`src/rtl/core/utf8d_pkg.sv`:
```
// ----------------------------------------------------------------------------
// utf8d_pkg
// Shared widths, constants and types of the UTF-8 code point decoder.
// ----------------------------------------------------------------------------
package utf8d_pkg;

    localparam int unsigned BYTE_W  = 8;
    localparam int unsigned CP_W    = 21;
    localparam int unsigned TDATA_W = 24;   // code point padded to whole bytes

    localparam logic [CP_W-1:0] REPL_CP = 21'h00FFFD;

    // Results raised by one input byte: up to three replacements for a broken
    // sequence, then at most one tail result (decoded code point or error).
    typedef struct packed {
        logic [1:0]      rep_cnt;
        logic            tail_valid;
        logic [CP_W-1:0] tail_cp;
        logic            tail_repl;
    } utf8d_burst_t;

endpackage

```
`src/rtl/core/utf8d_decode.sv`:
```
// ----------------------------------------------------------------------------
// utf8d_decode
// Sequence state and combinational decode of one byte into a result burst.
// ----------------------------------------------------------------------------
module utf8d_decode (
    input  logic                    clk,
    input  logic                    rst_n,
    input  logic                    accept,
    input  logic [7:0]              data_byte,
    output utf8d_pkg::utf8d_burst_t burst
);
    import utf8d_pkg::*;

    logic [CP_W-1:0] partial_reg, partial_next;
    logic [1:0]      needed_reg, needed_next;
    logic [1:0]      taken_reg, taken_next;
    logic            is_cont;

    assign is_cont = (data_byte[7:6] == 2'b10);

    always_comb
    begin
        burst        = '0;
        partial_next = partial_reg;
        needed_next  = needed_reg;
        taken_next   = taken_reg;
        if ((needed_reg != 2'd0) && is_cont)
        begin
            partial_next = {partial_reg[CP_W-7:0], data_byte[5:0]};
            needed_next  = needed_reg - 2'd1;
            taken_next   = taken_reg + 2'd1;
            if (needed_reg == 2'd1)
            begin
                burst.tail_valid = 1'b1;
                burst.tail_cp    = {partial_reg[CP_W-7:0], data_byte[5:0]};
                partial_next     = '0;
                taken_next       = 2'd0;
            end
        end
        else
        begin
            // broken sequence: one replacement for the lead and each taken byte
            if (needed_reg != 2'd0)
                burst.rep_cnt = (taken_reg == 2'd3) ? 2'd3 : taken_reg + 2'd1;
            partial_next = '0;
            needed_next  = 2'd0;
            taken_next   = 2'd0;
            unique casez (data_byte)
                8'b0???????:
                begin
                    burst.tail_valid = 1'b1;
                    burst.tail_cp    = {{(CP_W-BYTE_W){1'b0}}, data_byte};
                end
                8'b110?????:
                begin
                    partial_next = {{(CP_W-5){1'b0}}, data_byte[4:0]};
                    needed_next  = 2'd1;
                end
                8'b1110????:
                begin
                    partial_next = {{(CP_W-4){1'b0}}, data_byte[3:0]};
                    needed_next  = 2'd2;
                end
                8'b11110???:
                begin
                    partial_next = {{(CP_W-3){1'b0}}, data_byte[2:0]};
                    needed_next  = 2'd3;
                end
                default:
                begin
                    // stray continuation or invalid lead
                    burst.tail_valid = 1'b1;
                    burst.tail_cp    = REPL_CP;
                    burst.tail_repl  = 1'b1;
                end
            endcase
        end
    end

    always_ff @(posedge clk or negedge rst_n)
    begin
        if (!rst_n)
        begin
            partial_reg <= '0;
            needed_reg  <= 2'd0;
            taken_reg   <= 2'd0;
        end
        else if (accept)
        begin
            partial_reg <= partial_next;
            needed_reg  <= needed_next;
            taken_reg   <= taken_next;
        end
    end

endmodule

```
`src/rtl/core/utf8d_out.sv`:
```
// ----------------------------------------------------------------------------
// utf8d_out
// Result register: holds one byte's burst and hands it out one per request.
// ----------------------------------------------------------------------------
module utf8d_out (
    input  logic                      clk,
    input  logic                      rst_n,
    input  logic                      load,
    input  utf8d_pkg::utf8d_burst_t   burst,
    input  logic                      take,
    output logic                      can_load,
    output logic                      res_valid,
    output logic [utf8d_pkg::CP_W-1:0] res_cp,
    output logic                      res_repl,
    output logic                      res_last
);
    import utf8d_pkg::*;

    logic [1:0]      rep_cnt_reg, rep_cnt_next;
    logic            tail_valid_reg, tail_valid_next;
    logic [CP_W-1:0] tail_cp_reg;
    logic            tail_repl_reg;
    logic            single;

    assign res_valid = (rep_cnt_reg != 2'd0) || tail_valid_reg;
    assign res_cp    = (rep_cnt_reg != 2'd0) ? REPL_CP : tail_cp_reg;
    assign res_repl  = (rep_cnt_reg != 2'd0) ? 1'b1 : tail_repl_reg;
    assign single    = ((rep_cnt_reg == 2'd1) && !tail_valid_reg)
                    || ((rep_cnt_reg == 2'd0) && tail_valid_reg);
    assign res_last  = single;
    // room for a new burst once the last pending result leaves this cycle
    assign can_load  = !res_valid || (take && single);

    always_comb
    begin
        rep_cnt_next    = rep_cnt_reg;
        tail_valid_next = tail_valid_reg;
        if (load)
        begin
            rep_cnt_next    = burst.rep_cnt;
            tail_valid_next = burst.tail_valid;
        end
        else if (take && res_valid)
        begin
            if (rep_cnt_reg != 2'd0)
                rep_cnt_next = rep_cnt_reg - 2'd1;
            else
                tail_valid_next = 1'b0;
        end
    end

    always_ff @(posedge clk or negedge rst_n)
    begin
        if (!rst_n)
        begin
            rep_cnt_reg    <= 2'd0;
            tail_valid_reg <= 1'b0;
        end
        else
        begin
            rep_cnt_reg    <= rep_cnt_next;
            tail_valid_reg <= tail_valid_next;
        end
    end

    always_ff @(posedge clk)
    begin
        if (load)
        begin
            tail_cp_reg   <= burst.tail_cp;
            tail_repl_reg <= burst.tail_repl;
        end
    end

endmodule

```
`src/rtl/core/utf8_code_point_decoder.sv`:
```
// ----------------------------------------------------------------------------
// utf8_code_point_decoder
// Streaming UTF-8 decoder: one byte per request in, code points out.
// ----------------------------------------------------------------------------
// Usage:
//   Slave side (s_*): one raw UTF-8 byte per request in s_tdata.
//   Master side (m_*): one code point per request; m_tuser flags a decoding
//   error (U+FFFD), m_tlast marks the final result raised by an input byte.
//   A byte is decoded in the cycle it is taken; its results sit in the result
//   register from the next cycle.
//   Throughput is one byte per cycle while each byte raises at most one
//   result and the receiver keeps m_tready high. A broken sequence raises up
//   to four results from one byte; with m_tready high the result register
//   hands them out one per cycle; s_tready is low until the last is taken.
//   A byte that only opens or extends a sequence raises no result.
//   Reset (rst_n low) closes any open sequence and empties the result
//   register. When the receiver stalls, the result register holds and
//   s_tready stays low for any byte while results are held and not taken.
//   An unfinished sequence at the end of a stream is held, never flushed.
// ----------------------------------------------------------------------------
module utf8_code_point_decoder (
    input  logic        clk,
    input  logic        rst_n,
    // slave side
    input  logic        s_tvalid,
    output logic        s_tready,
    input  logic [7:0]  s_tdata,    // [7:0] data_byte
    // master side
    output logic        m_tvalid,
    input  logic        m_tready,
    output logic [23:0] m_tdata,    // [20:0] code_point, [23:21] zero
    output logic        m_tuser,    // [0] is_replacement
    output logic        m_tlast     // last_of_run
);
    import utf8d_pkg::*;

    utf8d_burst_t    burst;
    logic            s_accept;
    logic            can_load;
    logic [CP_W-1:0] res_cp;

    assign s_tready = can_load;
    assign s_accept = s_tvalid && s_tready;

    // decode stage: sequence state plus per-byte burst
    utf8d_decode u_decode (
        .clk       (clk),
        .rst_n     (rst_n),
        .accept    (s_accept),
        .data_byte (s_tdata),
        .burst     (burst)
    );

    // result register, drained one code point per request
    utf8d_out u_out (
        .clk       (clk),
        .rst_n     (rst_n),
        .load      (s_accept),
        .burst     (burst),
        .take      (m_tready),
        .can_load  (can_load),
        .res_valid (m_tvalid),
        .res_cp    (res_cp),
        .res_repl  (m_tuser),
        .res_last  (m_tlast)
    );

    assign m_tdata = {{(TDATA_W-CP_W){1'b0}}, res_cp};

    // a byte is taken only when the result register is free this cycle
    a_load_room: assert property (@(posedge clk) disable iff (!rst_n)
        s_accept |-> (!m_tvalid || (m_tready && m_tlast)))
        else $error("byte taken while results still pending");

    // error results always carry the replacement character
    a_repl_cp: assert property (@(posedge clk) disable iff (!rst_n)
        (m_tvalid && m_tuser) |-> (m_tdata[CP_W-1:0] == REPL_CP))
        else $error("error flag without U+FFFD");

    // a non-final result is always followed by more results of the burst
    a_burst_cont: assert property (@(posedge clk) disable iff (!rst_n)
        (m_tvalid && !m_tlast) |=> m_tvalid)
        else $error("burst ended without a last result");

    // a burst with results shows up in the next cycle
    a_burst_out: assert property (@(posedge clk) disable iff (!rst_n)
        (s_accept && ((burst.rep_cnt != 2'd0) || burst.tail_valid)) |=> m_tvalid)
        else $error("results of a byte were lost");

endmodule
```
`config.mk`:
```
export PLATFORM = sky130hd
export DESIGN_NAME = utf8_code_point_decoder
export DESIGN_NICKNAME = d
export VERILOG_FILES = /design/src/rtl/core/utf8d_pkg.sv /design/src/rtl/core/utf8d_decode.sv /design/src/rtl/core/utf8d_out.sv /design/src/rtl/core/utf8_code_point_decoder.sv
export SDC_FILE = /design/constraint.sdc
export NUM_CORES = 1
export LEC_CHECK = 0
export BUFFER_PORTS_ARGS = -buffer_cell sky130_fd_sc_hd__clkbuf_2
export CORE_ASPECT_RATIO = 1.4
export CORE_MARGIN = 4
export CORE_UTILIZATION = 45
export CTS_CLUSTER_DIAMETER = 60
export CTS_CLUSTER_SIZE = 25
export DETAILED_ROUTE_END_ITERATION = 8
export PLACE_DENSITY = 0.68
export SLEW_MARGIN = 20
export SYNTH_ARGS = -nofsm -noshare
export SYNTH_HDL_FRONTEND = slang
export SYNTH_SLANG_ARGS = --single-unit
```
`constraint.sdc`:
```
create_clock -name clk -period 2.5 [get_ports clk]
set_input_delay 0.125 -clock clk [delete_from_list [all_inputs] [get_ports clk]]
set_output_delay 0.125 -clock clk [all_outputs]
set_load 0.02 [all_outputs]
```
==> results.json <==
{
  "hold_viol": 0,
  "synth_warnings": 0,
  "multi_input_area_um2": 813,
  "layout-drive-gt1-share": 0.218,
  "clk_root_buffer_cell": "clkbuf_8",
  "drc_errors": 0,
  "detailedPlacementHpwl_um": 2680,
  "drt_iter0_drc": 27,
  "setup_viol": 0,
  "syn2layout_area_growth_pct": 15.6,
  "grt_usage": 0.137,
  "startpoint": "u_out.rep_cnt_reg[1]$_DFFE_PN0P_",
  "dieArea_mm2": 0.00591,
  "synth_top_cell_area_share": 0.310,
  "ir_worst_vdd_mv": 0.927,
  "reg2reg_from": "u_out.rep_cnt_reg[1]$_DFFE_PN0P_",
  "ant_nets": 0,
  "worstSetupEndpointType": "flop",
  "largest_register_ffs": 21,
  "syn_avg_cell_area_um2": 10.8,
  "crit_arrival_ns": 2.22,
  "cts_num_sinks": 44,
  "final_common_cell": "nand2_1",
  "wire_per_inst_um": 12.6,
  "finalMaxSlewViolations": 0,
  "antenna_cells": 0,
  "worst-setup-path-type": "reg -> reg",
  "postSynth.asyncResetShare": 0.500,
  "routabilityCongestion": 0.869,
  "max_cap_violations": 0,
  "post_drt_via_cell_ratio": 4.90,
  "clkTransAtPathRegs_ns": 0.08,
  "stdcell_area_mm2": 0.00246,
  "p_per_area_mw_per_mm2": 1040,
  "rsz0062_at_grt": "false",
  "ys.flop_type": "edfxtp_1",
  "tns_ns": 0,
  "fin_crit_sh": 0.796,
  "vias": 1449,
  "hp-class": "in -> reg",
  "grt_pass1_vias": 1367,
  "ys_seq_area_frac": 0.569,
  "final_util": 0.538,
  "grt_max_degree": 32,
  "placed_cell_area_mm2": 0.00234,
  "grt_pass1_wl_um": 6130,
  "slew_headroom": 0.612,
  "final_cell_mix": "nand2_1 (42), clkbuf_2 (36), dfrtp_1 (22), edfxtp_1 (22), nand2b_1 (21)",
  "core.rowCount": 29,
  "startpoint_type": "flop",
  "worstHoldStart": "s_tdata[2]",
  "fmax_ghz": 0.502,
  "cts_buffers": 5,
  "nets": 251,
  "slowest_delay_ns": 0.44,
  "yosys-top-cells-area": "edfxtp_1 (31%), dfrtp_1 (26%), nand2_1 (7.4%)",
  "dp_slack_ns": 0.511,
  "insertion_delay_ns": 0.29,
  "clockBufferDepth": 2,
  "hold_ws_ns": 0.0762,
  "status": "finished clean",
  "routed_wl_um": 3740,
  "fp.dieW_um": 66.1,
  "skew_ns": 0.00430,
  "synth_edf_count": 22,
  "syn-cell-area_mm2": 0.00213,
  "grt.overflow.total": 0,
  "start_util": 0.466,
  "worstPathCellList": "inv_1 > ha_1 > and4b_4 > a31oi_4 > inv_2 > and3_4 > mux2_2",
  "fin_cells": 296,
  "antenna_found_initial": 0,
  "worst_path_max_delay_cell": "inv_2",
  "power_leakage_nw": 1.14,
  "timing.final.ws_setup_ns": 0.510,
  "cts_tree": "yes",
  "ff_latch_area_mm2": 0.00121,
  "dr.pass1.iters": 4,
  "worst_ep_required_time_ns": 2.73,
  "die_h_um": 89.4,
  "core-area_mm2": 0.00457,
  "dp_cells": 287,
  "fillers": 438,
  "fin_crit_ns": 1.99,
  "synthCells": 197,
  "worstMarginPinSlew_ns": 0.581,
  "p_total_mw": 2.55,
  "h-tree-depth": 2,
  "critPathMaxFanout": 31,
  "portBuffers": 36,
  "synth_seq_cells": 44,
  "io_pins": 40,
  "yosysTopAreaCell": "edfxtp_1",
  "synth_cell_types": 35
}
synth_stat cells, drive strengths merged (4+ instances only):
cell,count
inv,12
buf,6
and2,12
ha,6
a22o,14
clkbuf,6
nand2b,21
edfxtp,22
dfrtp,22
a21oi,4
nand2,42
area by class of cell:
type	instances	share of cell area
Inverter	12	0.0183
Tap cell	62	0.0315
Clock inverter	2	0.0142
Multi-Input combinational cell	131	0.331
Timing Repair Buffer	39	0.0834
Clock buffer	6	0.0295
Sequential cell	44	0.492
final timing paths:
| path | to | slack (ns) | depth (start not counted) |
|---|---|---|---|
| max | u_decode.taken_reg[0]$_DFFE_PN0P_ | 0.51 | 7 |
| min | u_decode.partial_reg[2]$_DFFE_PN0P_ | 0.08 | 3 |
| max reg2reg | u_decode.taken_reg[0]$_DFFE_PN0P_ | 0.51 | 7 |
| min in group asynchronous | u_decode.partial_reg[4]$_DFFE_PN0P_ | 0.35 | 2 |
| max in group asynchronous | u_decode.partial_reg[13]$_DFFE_PN0P_ | 1.79 | 2 |
| min reg2reg | u_decode.taken_reg[1]$_DFFE_PN0P_ | 0.51 | 1 |
routing by layer:
metal	routed length (um)	track usage	up-vias	part of all wire
li1	-	-	734	-
met1	1710	0.171	677	0.46
met2	1800	0.229	31	0.48
met3	152	0.0277	7	0.041
met4	74	0.0628	0	0.020
met5	0	0	-	0
worst max-delay path, delay by kind of cell, from the launching register on:
kind / cells / cell delay (ns)
AOI/OAI and AO/OA: 1 / 0.04
adders and majority gates: 1 / 0.19
buffers and inverters: 2 / 0.53
DFF: 1 / 0.37
muxes: 1 / 0.17
and+or+nand+nor: 2 / 0.64
report_power, final:
part           leakage, nW  internal, mW  total (mW)  switching (mW)
Clock               0.0552         0.296       0.523           0.226
Sequential           0.503         0.971        1.06          0.0886
Combinational        0.577         0.348       0.968           0.620
Total                 1.14          1.62        2.55           0.935
kinds of logic (layout without fill, tap and decap cells):
family                     count (synthesis)  in the layout  share of synthesized area
and+or+nand+nor                           87             87                      0.206
DFF                                       44             44                      0.569
AOI/OAI and AO/OA                         33             33                      0.125
buffers and inverters                     24             59                     0.0523
adders and majority gates                  6              6                     0.0353
muxes                                      2              2                     0.0106
other                                      1              3                    0.00176
repair_timing:
action / 4_1_cts / 5_1_grt
hold buffers: 1 / 0
setup buffers: 0 / 0
endpoints found under the hold margin: 22 / 0
resized for setup: 0 / 0
(Power assumes the default switching activity.)
